`src/design/mdioc45_pkg.sv`:
```
// Shared types and constants for the Clause 45 PHY identification probe.
package mdioc45_pkg;

    localparam int MAX_DEVICES_DEF = 8;

    localparam int PORT_W  = 5;
    localparam int MMD_W   = 3;
    localparam int REG_W   = 3;
    localparam int VALUE_W = 32;
    localparam int HALF_W  = 16;

    localparam logic [VALUE_W-1:0] NO_DIP_MASK = 32'h1fff_ffff;

    localparam logic [REG_W-1:0] REG_ID_HIGH  = 3'd2;
    localparam logic [REG_W-1:0] REG_ID_LOW   = 3'd3;
    localparam logic [REG_W-1:0] REG_DIP_LOW  = 3'd5;
    localparam logic [REG_W-1:0] REG_DIP_HIGH = 3'd6;

    // Result queue sizing: one accepted word can push two results.
    localparam int RES_FIFO_DEPTH = 4;

    typedef enum logic [1:0] {
        KIND_REQ  = 2'd0,
        KIND_ID   = 2'd1,
        KIND_DONE = 2'd2,
        KIND_FAIL = 2'd3
    } kind_t;

    typedef enum logic [3:0] {
        PH_DIP_HIGH = 4'b0001,
        PH_DIP_LOW  = 4'b0010,
        PH_ID_HIGH  = 4'b0100,
        PH_ID_LOW   = 4'b1000
    } phase_t;

    typedef struct packed {
        kind_t               kind;
        logic [PORT_W-1:0]   port_address;
        logic [MMD_W-1:0]    mmd_device;
        logic [REG_W-1:0]    mmd_register;
        logic [VALUE_W-1:0]  value;
        logic                last;
    } result_t;

    // Write side of the result queue.
    typedef struct packed {
        logic [1:0] count;
        result_t    first;
        result_t    second;
    } res_push_t;

endpackage

```
`src/design/mdioc45_res_fifo.sv`:
```
// Small result queue that takes up to two results per cycle and emits one.
module mdioc45_res_fifo (
    input  logic                 aclk,
    input  logic                 aresetn,
    input  mdioc45_pkg::res_push_t push,
    output logic                 room_two,
    output logic                 rd_valid,
    input  logic                 rd_ready,
    output mdioc45_pkg::result_t rd_data
);

    localparam int DEPTH = mdioc45_pkg::RES_FIFO_DEPTH;
    localparam int PTR_W = $clog2(DEPTH);
    localparam int CNT_W = $clog2(DEPTH + 1);

    mdioc45_pkg::result_t entries_reg [DEPTH];

    logic [PTR_W-1:0] wr_ptr_reg, wr_ptr_next;
    logic [PTR_W-1:0] rd_ptr_reg, rd_ptr_next;
    logic [CNT_W-1:0] count_reg, count_next;
    logic             pop;
    logic [PTR_W-1:0] wr_ptr_plus1;

    assign pop          = rd_valid && rd_ready;
    assign rd_valid     = (count_reg != '0);
    assign rd_data      = entries_reg[rd_ptr_reg];
    assign room_two     = (count_reg <= CNT_W'(DEPTH - 2));
    assign wr_ptr_plus1 = wr_ptr_reg + PTR_W'(1);

    always_comb begin
        wr_ptr_next = wr_ptr_reg + PTR_W'(push.count);
        rd_ptr_next = pop ? rd_ptr_reg + PTR_W'(1) : rd_ptr_reg;
        count_next  = count_reg + CNT_W'(push.count) - CNT_W'(pop);
    end

    always_ff @(posedge aclk) begin
        if (push.count != 2'd0) begin
            entries_reg[wr_ptr_reg] <= push.first;
        end
        if (push.count == 2'd2) begin
            entries_reg[wr_ptr_plus1] <= push.second;
        end
    end

    always_ff @(posedge aclk) begin
        if (!aresetn) begin
            wr_ptr_reg <= '0;
            rd_ptr_reg <= '0;
            count_reg  <= '0;
        end else begin
            wr_ptr_reg <= wr_ptr_next;
            rd_ptr_reg <= rd_ptr_next;
            count_reg  <= count_next;
        end
    end

endmodule

```
`src/design/mdio_c45_device_id_probe_top.sv`:
```
// Top level of the Clause 45 PHY identification probe sequencer.
//
// Usage: the s_ channel carries commands and MDIO read responses. A word with
// func = 0 starts (or restarts) a probe; a word with func = 1 delivers the
// result of the last requested read. The m_ channel carries the results: read
// requests for the MDIO controller, device id reports, and a final complete
// or failed word. m_tlast marks the last result caused by one input word.
// The cfg channel sets the PHY port address copied into every request; it is
// always ready and should be written while no probe is in flight.
//
// Results are pushed into the result queue when their input word is taken.
// One input word per cycle is taken while s_tready is high. A word that ends
// an id read causes two results, so the output side sets the pace for it.
// s_tready stays high while the four-entry result queue has room for two
// results; when the receiver stalls, the queue fills and s_tready drops.
// Reset (aresetn low, synchronous) empties the queue, returns the sequencer
// to idle and clears the port address to zero. Responses seen while idle
// are dropped without a result.
module mdio_c45_device_id_probe_top #(
    parameter int MAX_DEVICES = mdioc45_pkg::MAX_DEVICES_DEF
) (
    input  logic        aclk,
    input  logic        aresetn,
    // Input words.
    input  logic        s_tvalid,
    output logic        s_tready,
    input  logic [15:0] s_tdata,  // [15:0] read_data
    input  logic [1:0]  s_tuser,  // [0] func, [1] read_error
    // Results.
    output logic        m_tvalid,
    input  logic        m_tready,
    output logic [47:0] m_tdata,  // [4:0] port_address, [7:5] mmd_device,
                                  // [10:8] mmd_register, [42:11] value, rest 0
    output logic [1:0]  m_tuser,  // [1:0] kind
    output logic        m_tlast,
    // Configuration.
    input  logic        cfg_valid,
    output logic        cfg_ready,
    input  logic [4:0]  cfg_data  // phy_address
);

    localparam int DEV_W  = $clog2(MAX_DEVICES);
    localparam int FROM_W = DEV_W + 1;
    localparam int PACK_W = mdioc45_pkg::PORT_W + mdioc45_pkg::MMD_W
                          + mdioc45_pkg::REG_W + mdioc45_pkg::VALUE_W;
    localparam int PAD_W  = 48 - PACK_W;

    logic [mdioc45_pkg::PORT_W-1:0]      port_reg, port_next;
    logic                                running_reg, running_next;
    mdioc45_pkg::phase_t                 phase_reg, phase_next;
    logic [DEV_W-1:0]                    cur_dev_reg, cur_dev_next;
    logic                                fallback_reg, fallback_next;
    logic [mdioc45_pkg::VALUE_W-1:0]     mask_reg, mask_next;
    logic [mdioc45_pkg::HALF_W-1:0]      upper_reg, upper_next;

    logic                                accept;
    logic                                in_func;
    logic                                in_error;
    logic [mdioc45_pkg::HALF_W-1:0]      in_data;
    logic [mdioc45_pkg::VALUE_W-1:0]     word;

    logic [mdioc45_pkg::VALUE_W-1:0]     search_mask;
    logic [FROM_W-1:0]                   search_from;
    logic                                search_hit;
    logic [DEV_W-1:0]                    search_idx;
    logic [FROM_W-1:0]                   cur_plus1;

    mdioc45_pkg::res_push_t              push;
    logic                                room_two;
    mdioc45_pkg::result_t                out_res;

    function automatic logic [mdioc45_pkg::MMD_W-1:0] dev_bits(input logic [DEV_W-1:0] d);
        logic [31:0] wide;
        wide = 32'(d);
        return wide[mdioc45_pkg::MMD_W-1:0];
    endfunction

    function automatic mdioc45_pkg::result_t make_res(
        input mdioc45_pkg::kind_t               kind,
        input logic [mdioc45_pkg::PORT_W-1:0]   port,
        input logic [mdioc45_pkg::MMD_W-1:0]    dev,
        input logic [mdioc45_pkg::REG_W-1:0]    regn,
        input logic [mdioc45_pkg::VALUE_W-1:0]  value,
        input logic                             last
    );
        mdioc45_pkg::result_t r;
        r.kind         = kind;
        r.port_address = port;
        r.mmd_device   = dev;
        r.mmd_register = regn;
        r.value        = value;
        r.last         = last;
        return r;
    endfunction

    assign cfg_ready = 1'b1;
    assign s_tready  = room_two;
    assign accept    = s_tvalid && s_tready;
    assign in_func   = s_tuser[0];
    assign in_error  = s_tuser[1];
    assign in_data   = s_tdata;
    assign word      = {upper_reg, in_data};
    assign cur_plus1 = {1'b0, cur_dev_reg} + FROM_W'(1);

    // The id scan looks at the fresh word after the devices-in-package read,
    // and at the stored word after each id report.
    always_comb begin
        if (phase_reg == mdioc45_pkg::PH_DIP_LOW) begin
            search_mask = word;
            search_from = FROM_W'(1);
        end else begin
            search_mask = mask_reg;
            search_from = cur_plus1;
        end
        search_hit = 1'b0;
        search_idx = '0;
        for (int i = MAX_DEVICES - 1; i >= 0; i--) begin
            if (search_mask[i] && (FROM_W'(i) >= search_from)) begin
                search_hit = 1'b1;
                search_idx = DEV_W'(i);
            end
        end
    end

    always_comb begin
        mdioc45_pkg::result_t next_res;

        port_next     = port_reg;
        running_next  = running_reg;
        phase_next    = phase_reg;
        cur_dev_next  = cur_dev_reg;
        fallback_next = fallback_reg;
        mask_next     = mask_reg;
        upper_next    = upper_reg;
        push.count    = 2'd0;
        push.first    = '0;
        push.second   = '0;

        // Outcome of the id scan: the next id request, or completion.
        if (search_hit) begin
            next_res = make_res(mdioc45_pkg::KIND_REQ, port_reg, dev_bits(search_idx),
                                mdioc45_pkg::REG_ID_HIGH, '0, 1'b1);
        end else begin
            next_res = make_res(mdioc45_pkg::KIND_DONE, '0, '0, '0, search_mask, 1'b1);
        end

        if (cfg_valid && cfg_ready) begin
            port_next = cfg_data;
        end

        if (accept) begin
            if (!in_func) begin
                running_next  = 1'b1;
                phase_next    = mdioc45_pkg::PH_DIP_HIGH;
                cur_dev_next  = DEV_W'(1);
                fallback_next = 1'b0;
                mask_next     = '0;
                upper_next    = '0;
                push.count    = 2'd1;
                push.first    = make_res(mdioc45_pkg::KIND_REQ, port_reg, 3'd1,
                                         mdioc45_pkg::REG_DIP_HIGH, '0, 1'b1);
            end else if (running_reg) begin
                push.count = 2'd1;
                if (in_error) begin
                    running_next = 1'b0;
                    phase_next   = mdioc45_pkg::PH_DIP_HIGH;
                    push.first   = make_res(mdioc45_pkg::KIND_FAIL, '0, '0, '0, '0, 1'b1);
                end else begin
                    unique case (phase_reg)
                        mdioc45_pkg::PH_DIP_HIGH: begin
                            upper_next = in_data;
                            phase_next = mdioc45_pkg::PH_DIP_LOW;
                            push.first = make_res(mdioc45_pkg::KIND_REQ, port_reg,
                                                  dev_bits(cur_dev_reg),
                                                  mdioc45_pkg::REG_DIP_LOW, '0, 1'b1);
                        end
                        mdioc45_pkg::PH_DIP_LOW: begin
                            mask_next = word;
                            if ((word & mdioc45_pkg::NO_DIP_MASK) == mdioc45_pkg::NO_DIP_MASK)
                            begin
                                if (fallback_reg) begin
                                    running_next = 1'b0;
                                    phase_next   = mdioc45_pkg::PH_DIP_HIGH;
                                    push.first   = make_res(mdioc45_pkg::KIND_FAIL,
                                                            '0, '0, '0, '0, 1'b1);
                                end else begin
                                    // Retry the devices-in-package word from MMD 0.
                                    fallback_next = 1'b1;
                                    cur_dev_next  = '0;
                                    phase_next    = mdioc45_pkg::PH_DIP_HIGH;
                                    push.first    = make_res(mdioc45_pkg::KIND_REQ, port_reg,
                                                             '0, mdioc45_pkg::REG_DIP_HIGH,
                                                             '0, 1'b1);
                                end
                            end else if ((word == '0) && !fallback_reg &&
                                         (cur_plus1 < FROM_W'(MAX_DEVICES))) begin
                                cur_dev_next = cur_plus1[DEV_W-1:0];
                                phase_next   = mdioc45_pkg::PH_DIP_HIGH;
                                push.first   = make_res(mdioc45_pkg::KIND_REQ, port_reg,
                                                        dev_bits(cur_plus1[DEV_W-1:0]),
                                                        mdioc45_pkg::REG_DIP_HIGH, '0, 1'b1);
                            end else begin
                                push.first = next_res;
                                if (search_hit) begin
                                    cur_dev_next = search_idx;
                                    phase_next   = mdioc45_pkg::PH_ID_HIGH;
                                end else begin
                                    running_next = 1'b0;
                                    phase_next   = mdioc45_pkg::PH_DIP_HIGH;
                                end
                            end
                        end
                        mdioc45_pkg::PH_ID_HIGH: begin
                            upper_next = in_data;
                            phase_next = mdioc45_pkg::PH_ID_LOW;
                            push.first = make_res(mdioc45_pkg::KIND_REQ, port_reg,
                                                  dev_bits(cur_dev_reg),
                                                  mdioc45_pkg::REG_ID_LOW, '0, 1'b1);
                        end
                        mdioc45_pkg::PH_ID_LOW: begin
                            push.count  = 2'd2;
                            push.first  = make_res(mdioc45_pkg::KIND_ID, '0,
                                                   dev_bits(cur_dev_reg), '0, word, 1'b0);
                            push.second = next_res;
                            if (search_hit) begin
                                cur_dev_next = search_idx;
                                phase_next   = mdioc45_pkg::PH_ID_HIGH;
                            end else begin
                                running_next = 1'b0;
                                phase_next   = mdioc45_pkg::PH_DIP_HIGH;
                            end
                        end
                        default: begin
                            running_next = 1'b0;
                            phase_next   = mdioc45_pkg::PH_DIP_HIGH;
                            push.first   = make_res(mdioc45_pkg::KIND_FAIL,
                                                    '0, '0, '0, '0, 1'b1);
                        end
                    endcase
                end
            end
        end
    end

    always_ff @(posedge aclk) begin
        if (!aresetn) begin
            port_reg     <= '0;
            running_reg  <= 1'b0;
            phase_reg    <= mdioc45_pkg::PH_DIP_HIGH;
            cur_dev_reg  <= '0;
            fallback_reg <= 1'b0;
            mask_reg     <= '0;
            upper_reg    <= '0;
        end else begin
            port_reg     <= port_next;
            running_reg  <= running_next;
            phase_reg    <= phase_next;
            cur_dev_reg  <= cur_dev_next;
            fallback_reg <= fallback_next;
            mask_reg     <= mask_next;
            upper_reg    <= upper_next;
        end
    end

    mdioc45_res_fifo u_res_fifo (
        .aclk     (aclk),
        .aresetn  (aresetn),
        .push     (push),
        .room_two (room_two),
        .rd_valid (m_tvalid),
        .rd_ready (m_tready),
        .rd_data  (out_res)
    );

    assign m_tdata = {{PAD_W{1'b0}}, out_res.value, out_res.mmd_register,
                      out_res.mmd_device, out_res.port_address};
    assign m_tuser = out_res.kind;
    assign m_tlast = out_res.last;

endmodule
```
`config.mk`:
```
export PLATFORM = sky130hd
export DESIGN_NAME = mdio_c45_device_id_probe_top
export DESIGN_NICKNAME = d
export VERILOG_FILES = /design/src/design/mdioc45_pkg.sv /design/src/design/mdioc45_res_fifo.sv /design/src/design/mdio_c45_device_id_probe_top.sv
export SDC_FILE = /design/constraint.sdc
export NUM_CORES = 1
export LEC_CHECK = 0
export BUFFER_PORTS_ARGS = -buffer_cell sky130_fd_sc_hd__buf_2
export CORE_MARGIN = 5
export CORE_UTILIZATION = 50
export DETAILED_ROUTE_END_ITERATION = 6
export PLACE_DENSITY = 0.68
export REMOVE_ABC_BUFFERS = 1
export SETUP_SLACK_MARGIN = 0.15
export SYNTH_ARGS = -nofsm -noshare
export SYNTH_HDL_FRONTEND = slang
export SYNTH_SLANG_ARGS = --single-unit
```
`constraint.sdc`:
```
create_clock -name aclk -period 3.5 [get_ports aclk]
set_input_delay 0.175 -clock aclk [delete_from_list [all_inputs] [get_ports aclk]]
set_output_delay 0.175 -clock aclk [all_outputs]
set_load 0.05 [all_outputs]
```
Word-level counts from Yosys, hierarchy flattened
Memory sizes are Yosys's and may differ from the RTL's. A register that Yosys moved wholly into a read port is not among the register bits.
Index checks and enable logic that the tools add are counted.
{"block": "op_classes", "add_sub_neg": 6, "mul": 0, "n_div": 0, "order_cmp": 10, "n_eq_ne": 13, "shifts": 0, "n_mux": 73, "bitwise_logic": 0, "n_reduce_logical": 22}
{"op": "$mux W46", "n": 8}
{"op": "$mux W94", "n": 2}
{"op": "$pmux W46 S4", "n": 1}
{"op": "$mux W32", "n": 4}
{"op": "$mux W16", "n": 4}
{"op": "$mux W3", "n": 16}
{"op": "$mux W48", "n": 1}
{"op": "$logic_not A32 Y1", "n": 1}
{"op": "$eq A29 B29 Y1 const B", "n": 1}
{"op": "$mux W1", "n": 24}
{"op": "$mux W4", "n": 6}
{"op": "$ge A3 B4 Y1 const A", "n": 4}
{"op": "$pmux W4 S4", "n": 1}
{"op": "$logic_and A1 B1 Y1", "n": 12}
{"op": "$reduce_and A5 Y1", "n": 2}
{"op": "$ge A1 B4 Y1 const A", "n": 2}
{"op": "$ge A2 B4 Y1 const A", "n": 2}
{"op": "$mux W2", "n": 4}
{"op": "$ne A2 B1 Y1 const B", "n": 3}
{"op": "$pmux W3 S2", "n": 1}
{"op": "$add A2 B1 Y2 const B", "n": 2}
{"op": "$add A3 B1 Y4 const B", "n": 1}
{"op": "$eq A4 B1 Y1 const B", "n": 1}
{"op": "$eq A4 B2 Y1 const B", "n": 1}
{"op": "other kinds (19)", "n": 20}
{"block": "totals", "register_bits": 69, "latchBits": 0, "ram_bits": 184, "romBits": 0, "input_bits": 28, "out_inout_bits": 54, "mem_count": 1}
{"name": "u_res_fifo.entries_reg", "words": 4, "word_bits": 46, "rd": 1, "rd_ports_with_merged_regs": 1, "wr": 2, "line": "mdioc45_res_fifo.sv:16", "text": "mdioc45_pkg::result_t entries_reg [DEPTH];"}

Logic depth before layout (Yosys ltp)
Gate-level depths: netlist of run 1.
{"block": "depth", "depth_word": 23, "depth_mapped": 12, "depth_no_buf": 10}

By module
From an unflattened synthesis of run 1, not the netlist that was laid out.
{"block": "hier_totals", "cells_unflattened": 1066, "area_unflattened_um2": 13639.3}
{"mod": "mdioc45_res_fifo", "instances": 1, "cells_per_inst": 496, "area_each_um2": 9659.3}
{"mod": "mdio_c45_device_id_probe_top", "instances": 1, "cells_per_inst": 570, "area_each_um2": 3980.1}

Worst setup path before layout of run 1
Ideal clock, no wire load.
{"block": "synth_path", "kind": "register to register", "start": "register u_res_fifo.count_reg[0]", "end": "memory u_res_fifo.entries_reg[3][0] in the netlist's numbering (enable)", "setup_time_ns": 0.401, "arrival_time_ns": 3.412, "required_ns": 3.099, "path_slack_ns": -0.314, "path_stages_with_launch": 6, "n_path_buf": 0, "synth_period_minus_slack_ns": 3.814, "cell_sequence": "dfxtp_1 a21oi_1 nand3_2 nor3b_1 nand3_1 nand2_1"}
{"item": "from (decl)", "line": "mdioc45_res_fifo.sv:20", "text": "logic [CNT_W-1:0] count_reg, count_next;"}
{"item": "from (signal assigned)", "line": "mdioc45_res_fifo.sv:53", "text": "count_reg <= count_next;"}
{"item": "to (decl)", "line": "mdioc45_res_fifo.sv:16"}

==> impl_metrics.py, run 1 <==
metrics = {
    "power_and_ir_drop": {
        "leakage_nw": 4.90,
        "ir_worst_vdd_v": 0.000369,
        "p_total_mw": 8.59,
        "power_density_nw_per_um2": 604,
    },
    "clock_tree": {
        "clk_latency_ns": 0.53,
        "htreeDepth": 1,
        "root_buffer": "clkbuf_16",
        "clk_pin_slew_ns": 0.06,
        "postCtsSetupBuffers": 0,
        "cts.path.max_buffers": 3,
        "cts_tree": "yes",
        "cts_sinks": 255,
        "cts_buffers": 27,
    },
    "cells_and_area": {
        "final_nets": 1127,
        "drive_gt1_frac": 0.223,
        "nFillCells": 2071,
        "final_area_um2": 14200,
        "largest_reg_flops": 184,
        "diodes": 0,
        "final_cells": 1443,
        "area_growth_pct": 13.4,
    },
    "global_routing": {
        "grt_start_max_net_pins": 44,
        "antenna_found_initial": 0,
        "grt_pass1_vias": 9188,
        "grt.overflow.total": 0,
        "grt_pass1_wl_mm": 53.5,
        "grt_use_total": 0.238,
    },
    "sta": {
        "worst_pin_slew_ns": 1.05,
        "rsz0062_at_grt": "no",
        "fin_crit_ns": 3.14,
        "setup_violations": 0,
        "clock-skew-final_ns": 0.0141,
        "finalMaxSlewViolations": 0,
        "max_freq_ghz": 0.319,
        "fin_crit_sh": 0.897,
        "hold_viol_final": 0,
        "slew_headroom": 0.297,
        "layout_setup_ws_ns": 0.361,
    },
    "floorplan": {
        "core.rowCount": 58,
        "start_util": 0.502,
        "die-area_um2": 28300,
        "ioPinCount": 82,
        "die_h_um": 168,
        "core_um2": 25000,
        "chipWidth_um": 168,
    },
    "placed_design": {
        "place.detailed.hpwl_mm": 21.5,
        "dpl_worst_slack_ns": 0.305,
        "place.gp.congestion": 0.903,
        "place_area_um2": 13300,
        "port_buffers": 75,
        "dp.cells": 1389,
    },
    "drt": {
        "wl_per_cell_um": 23.7,
        "drc_errors": 2,
        "totalWireLength_mm": 34.3,
        "vias": 9366,
        "drt_iter0_drc": 1338,
        "viasPerCell": 6.49,
        "ant_nets": 0,
        "first_pass_iters": 7,
    },
    "synth": {
        "syn-cell-area_um2": 12500,
        "async_reset_ff_frac": 0,
        "ys_seq_area_frac": 0.545,
        "ys.flop_type": "edfxtp_1",
        "syn_inst": 1039,
        "yosysTopAreaCellShare": 0.412,
        "synth-seq-cells": 255,
        "synth_edf_count": 172,
        "ys_types": 84,
        "yosysWarningCount": 0,
        "syn_area_per_cell_um2": 12.1,
        "synth_top_cells_by_area": "edfxtp_1, dfxtp_1, mux4_2, a22o_1, nor2_1",
        "synth_largest_area_cell": "edfxtp_1",
    },
    "setup_path": {
        "endpoint_kind": "flop",
        "crit_arrival_ns": 3.53,
        "startpoint_type": "flop",
        "worst_ep_required_time_ns": 3.89,
        "crit_start": "cur_dev_reg[0]$_SDFFE_PN0P_",
        "cp_max_fo": 24,
        "reg2reg_from": "cur_dev_reg[0]$_SDFFE_PN0P_",
        "crit_type": "reg2reg",
    },
    "worst_hold_path": {
        "hold_class": "in2reg",
        "hold_start": "cfg_valid",
    },
    "status": {
        "outcome": "complete, but fails checks",
        "violations": "DRC",
    },
    "run": {
        "drv_cap": 0,
    },
}
==> worst max-delay path: stages, from the launching register on <==
cell and delay [ns]:
dfxtp_1 0.41, ha_1 0.45, inv_1 0.13, a221oi_1 0.35
o31ai_1 0.19, a211oi_4 0.46, nand3_4 0.24, a21oi_4 0.20
buf_4 0.36, a22o_1 0.20
==> worst paths after layout <==
| kind | endpoint | slack (ns) | cells past startpoint |
|---|---|---|---|
| worst min-delay path | port_reg[2]$_SDFFE_PN0P_ | 0.01 | 3 |
| worst max-delay path | u_res_fifo.entries_reg[1][20]$_DFFE_PP_ | 0.36 | 9 |
| worst max register to register | u_res_fifo.entries_reg[1][20]$_DFFE_PP_ | 0.36 | 9 |
| worst min register to register | u_res_fifo.entries_reg[2][44]$_SDFFE_PP0P_ | 0.46 | 2 |
==> cell type report <==
| cell class | instances | area (um2) | share of cell area |
|---|---|---|---|
| clock buffers | 33 | 761 | 0.0535 |
| inverters | 17 | 63.8 | 0.00449 |
| multi-input cells | 669 | 5190 | 0.365 |
| repair buffers | 123 | 861 | 0.0605 |
| clock inverters | 16 | 98.8 | 0.00695 |
| flip-flops and latches | 255 | 6830 | 0.480 |
| well taps | 330 | 413 | 0.0290 |
==> layer usage <==
layer	wire [um]	up-vias	track usage
li1	-	4156	-
met1	13600	4684	0.319
met2	16800	458	0.402
met3	2870	68	0.0371
met4	935	0	0.0755
met5	0	-	0
==> stage by stage <==
stage | setup TNS [ns] | hold slack, ns | util
floorplan | -66.69 | 0.292 | -
global placement | 0 | 0.406 | 0.533
detailed placement | 0 | 0.416 | 0.533
CTS | 0 | 0.00240 | 0.569
global route | 0 | 0.0280 | 0.570
finish | 0 | 0.0140 | 0.570
==> cells in the mapped netlist, types with 4 or more instances <==
library cell    n
clkbuf_2        4
nand2_1        63
o21ai_0        30
clkbuf_1       57
buf_2          15
mux2i_1         7
edfxtp_1      172
mux4_2         46
and2_1          6
buf_4           6
nand2b_1       12
a21boi_0        6
xnor2_1         6
nand3_1        17
a21oi_1        35
ha_1            5
o22ai_1        21
a21o_1          4
nor3_1          7
a22oi_1        30
dfxtp_1        83
nor2b_1         8
a32o_1         12
nor3b_1         4
buf_1          11
a31oi_1         9
and3_1         20
nor2_1         97
o31ai_1        11
a22o_1        107
inv_1          16
nor4_1          9
buf_6           9
nand4_1        11
nor2_4          4
a21oi_4         4
o21ai_1         5
o32ai_1         8
nand3b_1        4
==> kinds of logic after synthesis <==
group           after synthesis  synth area share
simple gates                283             0.116
buf+inv                     119            0.0447
compound gates              313             0.194
flops                       255             0.545
fa+ha+maj                     6           0.00659
other cells                   2          0.000599
mux                          53            0.0882
xor+xnor                      8           0.00559
==> what timing repair did <==
action | CTS | global route
endpoints found under the setup margin | 0 | 6
endpoints found under the hold margin | 5 | 0
gates resized for setup | 0 | 2
hold buffers | 5 | 0
==> report_power, final <==
group          internal (mW)  total, mW  switching [mW]
Combinational          0.716       2.25            1.53
Clock                   1.56       2.76            1.20
Sequential              3.39       3.58           0.191
==> layout by cell type (no fill, tap or decap), types with 13 or more instances in the layout <==
cell type and instances:
mux4_2 46, a22oi_1 30, a21oi_1 35, inv_1 13, o21ai_0 29, buf_2 75
nand2_1 61, nand3_1 17, clkbuf_16 29, a22o_1 107, edfxtp_1 172, dfxtp_1 81
and3_1 20, nor2_1 96, o22ai_1 21, buf_4 34
Note: power is estimated with default switching activity, not from simulation.
==> inputs of run 2 (changes only) <==
- ABC_AREA: default -> 1
==> run 2 against run 1 <==
Net effect: final cell count increased by 31%; die area increased by 2.5%; the flow now finishes without violations; clock skew decreased by 0.0043 ns; critical path depth increased by 4; sequential cell count unchanged; sequential power decreased by 2%; largest power group unchanged; highest routed layer unchanged.
==> impl_metrics.py, run 2 <==
metrics = {
    "status": {
        "outcome": "finished, final reports clean",
    },
    "drt": {
        "ant_nets": 0,
        "drc_errors": 0,
        "viasPerCell": 6.02,
        "drt_iter0_drc": 1295,
        "wl_per_cell_um": 20.7,
        "totalWireLength_mm": 39.0,
        "first_pass_iters": 6,
        "vias": 11356,
    },
    "sta": {
        "setup_tns_ns": 0,
        "finalMaxSlewViolations": 0,
        "max_freq_ghz": 0.323,
        "clock-skew-final_ns": 0.00979,
        "hold_ws_ns": 0.0306,
        "slew_headroom": 0.246,
        "hold_viol_final": 0,
        "fin_crit_sh": 0.884,
        "fin_crit_ns": 3.10,
        "layout_setup_ws_ns": 0.405,
        "setup_violations": 0,
        "worst_pin_slew_ns": 1.13,
        "rsz0062_at_grt": "no",
    },
    "clock_tree": {
        "root_buffer": "clkbuf_16",
        "ctsResizeCount": 0,
        "cts.path.max_buffers": 3,
        "cts_sinks": 255,
        "htreeDepth": 1,
        "clk_latency_ns": 0.54,
        "cts_tree": "yes",
        "postCtsSetupBuffers": 0,
        "clk_pin_slew_ns": 0.06,
        "cts_buffers": 28,
    },
    "setup_path": {
        "cp_slowest_stage_delay_ns": 0.45,
        "crit_arrival_ns": 3.46,
        "cp_cell_sequence": "nor2_2 > nand2_2 > nand2_1 > o211ai_2 > nand2_1 > nor2_4 > nand2_4 > inv_6 > buf_4 > nand2_2 > o22ai_1 > nand2_1 > o22ai_1",
        "endpoint_kind": "flop",
        "crit_type": "reg2reg",
        "slowest_stage": "nand2_2",
        "critPathTopFamily": "simple AND/OR/NAND/NOR gates",
        "worst_ep_required_time_ns": 3.87,
        "startpoint_type": "flop",
        "cp_max_fo": 31,
        "crit_buf_inv": 2,
        "crit_top_cell": "nand2_1",
    },
    "placed_design": {
        "place.gp.congestion": 0.910,
        "port_buffers": 75,
        "place.detailed.hpwl_mm": 23.7,
        "dpl_worst_slack_ns": 0.476,
    },
    "synth": {
        "ys.flop_type": "edfxtp_1",
        "yosysWarningCount": 0,
        "syn_inst": 1465,
        "synth.most_common_cell": "nand2_1",
        "ys_seq_area_frac": 0.530,
        "async_reset_ff_frac": 0,
        "synth_top_cells_by_area": "edfxtp_1, dfxtp_1, o22ai_1, nand2_1, o21ai_0",
        "syn_area_per_cell_um2": 8.78,
        "ys_types": 46,
        "synth-seq-cells": 255,
        "synth_largest_area_cell": "edfxtp_1",
        "synth_edf_count": 172,
        "synth_common_cells": "nand2_1, o22ai_1, nor2_1",
        "yosysTopAreaCellShare": 0.401,
        "syn-cell-area_um2": 12900,
    },
    "worst_hold_path": {
        "hold_class": "in2reg",
    },
    "floorplan": {
        "ioPinCount": 82,
        "die_h_um": 170,
        "chipWidth_um": 170,
        "start_util": 0.510,
        "core.rowCount": 58,
        "die-area_um2": 29000,
        "core_um2": 25300,
    },
    "cells_and_area": {
        "largest_reg_flops": 184,
        "diodes": 0,
        "final_cell_mix": "nand2_1, o22ai_1, nor2_1, edfxtp_1, o21ai_0",
        "area_growth_pct": 13.9,
        "drive_gt1_frac": 0.154,
        "final_common_cell": "nand2_1",
        "final_nets": 1567,
        "fin_util": 0.580,
    },
    "power_and_ir_drop": {
        "ir_worst_vdd_v": 0.000412,
        "p_int_mw": 5.79,
        "leakage_nw": 4.99,
        "p_clk_frac": 0.326,
        "swShare": 0.375,
        "p_sw_mw": 3.47,
        "power_density_nw_per_um2": 632,
        "pwr-share-comb": 0.295,
        "p_seq_frac": 0.379,
    },
    "global_routing": {
        "grt_use_total": 0.264,
        "grt_start_max_net_pins": 93,
        "met2_usage": 0.440,
        "grt.overflow.total": 0,
        "grt_busiest_layer": "met2",
        "grt_util_met1": 0.359,
        "antenna_found_initial": 0,
        "grt_pass1_vias": 11061,
        "met3_usage": 0.0420,
        "grt_pass1_wl_mm": 60.8,
    },
    "run": {
        "drv_cap": 0,
    },
}
[run 2: cell types whose count changed in the layout (fill, tap and decap cells not counted), sizes merged, moves of 22 or more]
cell / previous run / this run
a22o: 107 / 0
o22ai: 21 / 204
mux4: 46 / 0
o21ai: 36 / 161
nand3: 19 / 53
dlygate4sd3: 5 / 27
inv: 20 / 134
nor2: 102 / 189
nand2: 65 / 243
[run 2: power by group through the flow]
| stage | Clock, mW | Sequential (mW) | Combinational, mW |
|---|---|---|---|
| floorplan | 0 | 3.60 | 1.88 |
| global placement | 0 | 3.57 | 2.68 |
| detailed placement | 0 | 3.57 | 2.71 |
| CTS | 3.03 | 3.51 | 2.74 |
| global route | 3.16 | 3.53 | 2.94 |
| finish | 3.02 | 3.51 | 2.73 |
[run 2: timing repair]
| item | in CTS | in global routing |
|---|---|---|
| setup endpoints to repair | 0 | 0 |
| endpoints found under the hold margin | 26 | 0 |
| hold buffers | 27 | 0 |
[run 2: layout make-up]
cell class / count / area (um2)
tap: 330 / 413
clock inverter: 18 / 174
inverter: 135 / 512
clock buffer: 34 / 774
timing repair buffer: 132 / 871
fill: 2209 / 10600
multi-input combinational: 981 / 5080
sequential: 255 / 6830
[run 2: final timing paths]
path                            slack, ns  cells past startpoint                                          to                                        from
worst max register to register       0.40                     13     u_res_fifo.entries_reg[3][21]$_DFFE_PP_                   phase_reg[2]$_SDFFE_PN0P_
worst max-delay path                 0.40                     13     u_res_fifo.entries_reg[3][21]$_DFFE_PP_                   phase_reg[2]$_SDFFE_PN0P_
worst min register to register       0.45                      2  u_res_fifo.entries_reg[1][44]$_SDFFE_PP0P_  u_res_fifo.entries_reg[1][44]$_SDFFE_PP0P_
worst min-delay path                 0.03                      3                    port_reg[2]$_SDFFE_PN0P_                                   cfg_valid
[run 2: metrics by stage]
step | power, mW | std cells | cell area (um2)
final | 9.26 | 1885 | 14700
after floorplan | 5.48 | 1371 | 12400
after global placement | 6.25 | 1806 | 13400
after CTS | 9.28 | 1885 | 14700
after global routing | 9.63 | 1885 | 14700
after detailed placement | 6.28 | 1806 | 13400
[run 2: routing by layer]
layer,part of all wire,wire (um)
met1,0.41,16000
met4,0.027,1070
met2,0.47,18500
met3,0.090,3500
met5,0,0
[run 2: kinds of logic (layout without fill, tap and decap cells)]
kind of cell,after synthesis,count (layout),synth area share
xor+xnor,3,3,0.00204
buf+inv,233,319,0.0764
simple gates,509,509,0.169
flops,255,255,0.530
compound gates,457,457,0.215
fa+ha+maj,6,6,0.00642
other cells,2,6,0.000584
[run 2: worst min-delay path, stage by stage]
cell     delay (ns)
buf_2          0.08
inv_1          0.11
a21oi_1        0.15
==> inputs of run 3 (changes only) <==
- CORE_UTILIZATION: 50 -> 55
- PLACE_DENSITY: 0.68 -> 0.73
==> run 3 against run 2 <==
Net effect: sequential share of layout area increased by 0.14 points; clock power decreased by 6%; die area decreased by 8.6%; sequential cell count unchanged; power decreased by 1.8%; critical path type unchanged; largest power group unchanged.
==> impl_metrics.py, run 3 (synthesized netlist as in run 2, its figures left out) <==
metrics = {
    "floorplan": {
        "die-area_um2": 26600,
        "start_util": 0.553,
        "chipWidth_um": 163,
        "core.rowCount": 56,
        "ioPinCount": 82,
        "die_h_um": 163,
        "core_um2": 23300,
    },
    "power_and_ir_drop": {
        "ir_worst_vdd_v": 0.000628,
        "power_density_nw_per_um2": 622,
        "leakage_nw": 4.96,
    },
    "drt": {
        "totalWireLength_mm": 38.4,
        "drt_iter0_drc": 1394,
        "vias": 11586,
        "drc_errors": 0,
        "viasPerCell": 6.18,
        "ant_nets": 0,
        "wl_per_cell_um": 20.5,
        "first_pass_iters": 6,
    },
    "clock_tree": {
        "clk_pin_slew_ns": 0.06,
        "cts_sinks": 255,
        "cts.path.max_buffers": 3,
        "root_buffer": "clkbuf_16",
        "cts_buffers": 27,
        "cts_tree": "yes",
        "ctsResizeCount": 0,
        "postCtsSetupBuffers": 0,
        "cts.hold.buffers_added": 25,
        "htreeDepth": 1,
        "clk_latency_ns": 0.54,
    },
    "sta": {
        "max_freq_ghz": 0.329,
        "setup_violations": 0,
        "fin_crit_ns": 3.04,
        "worst_pin_slew_ns": 0.888,
        "rsz0062_at_grt": "no",
        "hold_viol_final": 0,
        "clock-skew-final_ns": 0.0234,
        "fin_crit_sh": 0.869,
        "hold_ws_ns": 0.0266,
        "finalMaxSlewViolations": 0,
        "slew_headroom": 0.407,
    },
    "status": {
        "outcome": "finished, final reports clean",
    },
    "setup_path": {
        "cp_slowest_stage_delay_ns": 0.44,
        "critPathCapture": "u_res_fifo.entries_reg[1][21]$_DFFE_PP_",
        "rr_worst_depth": 10,
        "rrSetupSlack_ns": 0.46,
        "reg2reg_from": "phase_reg[2]$_SDFFE_PN0P_",
        "endpoint_kind": "flop",
        "worst_ep_required_time_ns": 3.84,
        "cp_max_fo": 35,
        "slowest_stage": "nand2_2",
        "cp_cell_sequence": "nor2_2 > nand2_2 > nand2_1 > o211ai_2 > nand2_1 > nor2_4 > nand2_4 > inv_6 > nand2_4 > o22ai_1",
        "crit_start": "phase_reg[2]$_SDFFE_PN0P_",
        "rr_endpoint": "u_res_fifo.entries_reg[1][21]$_DFFE_PP_",
        "startpoint_type": "flop",
        "crit_arrival_ns": 3.39,
        "crit_type": "reg2reg",
    },
    "global_routing": {
        "antenna_found_initial": 0,
        "grt_pass1_wl_mm": 59.8,
        "grt_start_max_net_pins": 66,
        "grt_pass1_vias": 11156,
        "grt_use_total": 0.282,
        "grt.overflow.total": 0,
    },
    "placed_design": {
        "place.gp.congestion": 0.948,
        "port_buffers": 75,
        "dp.cells": 1800,
        "place.detailed.hpwl_mm": 23.8,
    },
    "cells_and_area": {
        "multi_input_area_um2": 5080,
        "nFillCells": 2012,
        "diodes": 0,
        "final_cell_mix": "nand2_1, o22ai_1, nor2_1, edfxtp_1, o21ai_0",
        "drive_gt1_frac": 0.149,
        "largest_reg_flops": 184,
        "final_cells": 1875,
        "final_nets": 1569,
        "final_common_cell": "nand2_1",
        "area_growth_pct": 13.5,
        "ff_latch_area_um2": 6830,
    },
    "worst_hold_path": {
        "hold_class": "in2reg",
    },
    "run": {
        "drv_cap": 0,
    },
}
## run 3: cell types whose count changed in the layout (fill, tap and decap cells not counted), moves of 3 or more
| cell | change |
|---|---|
| clkinv_2 | -5 |
| clkinv_1 | +4 |
| clkbuf_1 | +6 |
| buf_12 | +3 |
| clkbuf_8 | -3 |
## run 3: power by group
part           leakage, nW  switching [mW]  internal (mW)
Sequential            2.23           0.116           3.41
Clock                0.417            1.19           1.65
Combinational         2.31            2.13          0.610
## run 3: how the worst min path moves through the flow
stage	start	endpoint	cells after the start
floorplan	aresetn	u_res_fifo.count_reg[0]$_SDFF_PN0_	2
global placement	cfg_data[4]	port_reg[4]$_SDFFE_PN0P_	3
detailed placement	cfg_data[4]	port_reg[4]$_SDFFE_PN0P_	3
CTS	cfg_valid	port_reg[1]$_SDFFE_PN0P_	3
global route	cfg_valid	port_reg[0]$_SDFFE_PN0P_	3
finish	cfg_valid	port_reg[3]$_SDFFE_PN0P_	3
## run 3: metrics by stage
step | power [mW] | setup slack [ns] | util | setup TNS, ns | area [um2]
finish | 9.09 | 0.459 | 0.628 | 0 | 14600
global route | 9.43 | 0.326 | 0.628 | 0 | 14600
CTS | 9.09 | 0.530 | 0.628 | 0 | 14600
detailed placement | 6.28 | 0.585 | 0.580 | 0 | 13500
global placement | 6.24 | 0.711 | 0.580 | 0 | 13500
floorplan | 5.48 | -0.431 | - | -43.43 | 12400
## run 3: final cells by class
class	count	area share
clock buffer	35	0.0483
multi-input combinational	981	0.348
tap	319	0.0273
timing repair buffer	135	0.0634
inverter	135	0.0350
sequential	255	0.467
clock inverter	15	0.0108
## run 3: worst max-delay path: cells and delay by family (launching register included)
kind,cells,cell delay [ns]
and+or+nand+nor,7,1.53
AOI/OAI and AO/OA,2,0.55
DFF,1,0.39
buffers and inverters,1,0.35
## run 3: per-layer routing
layer,global-route usage,up-vias,routed length (um)
met1,0.372,5489,15600
met4,0.0888,0,1040
met2,0.473,656,18100
met3,0.0534,97,3620
li1,-,5344,-
met5,0,-,0
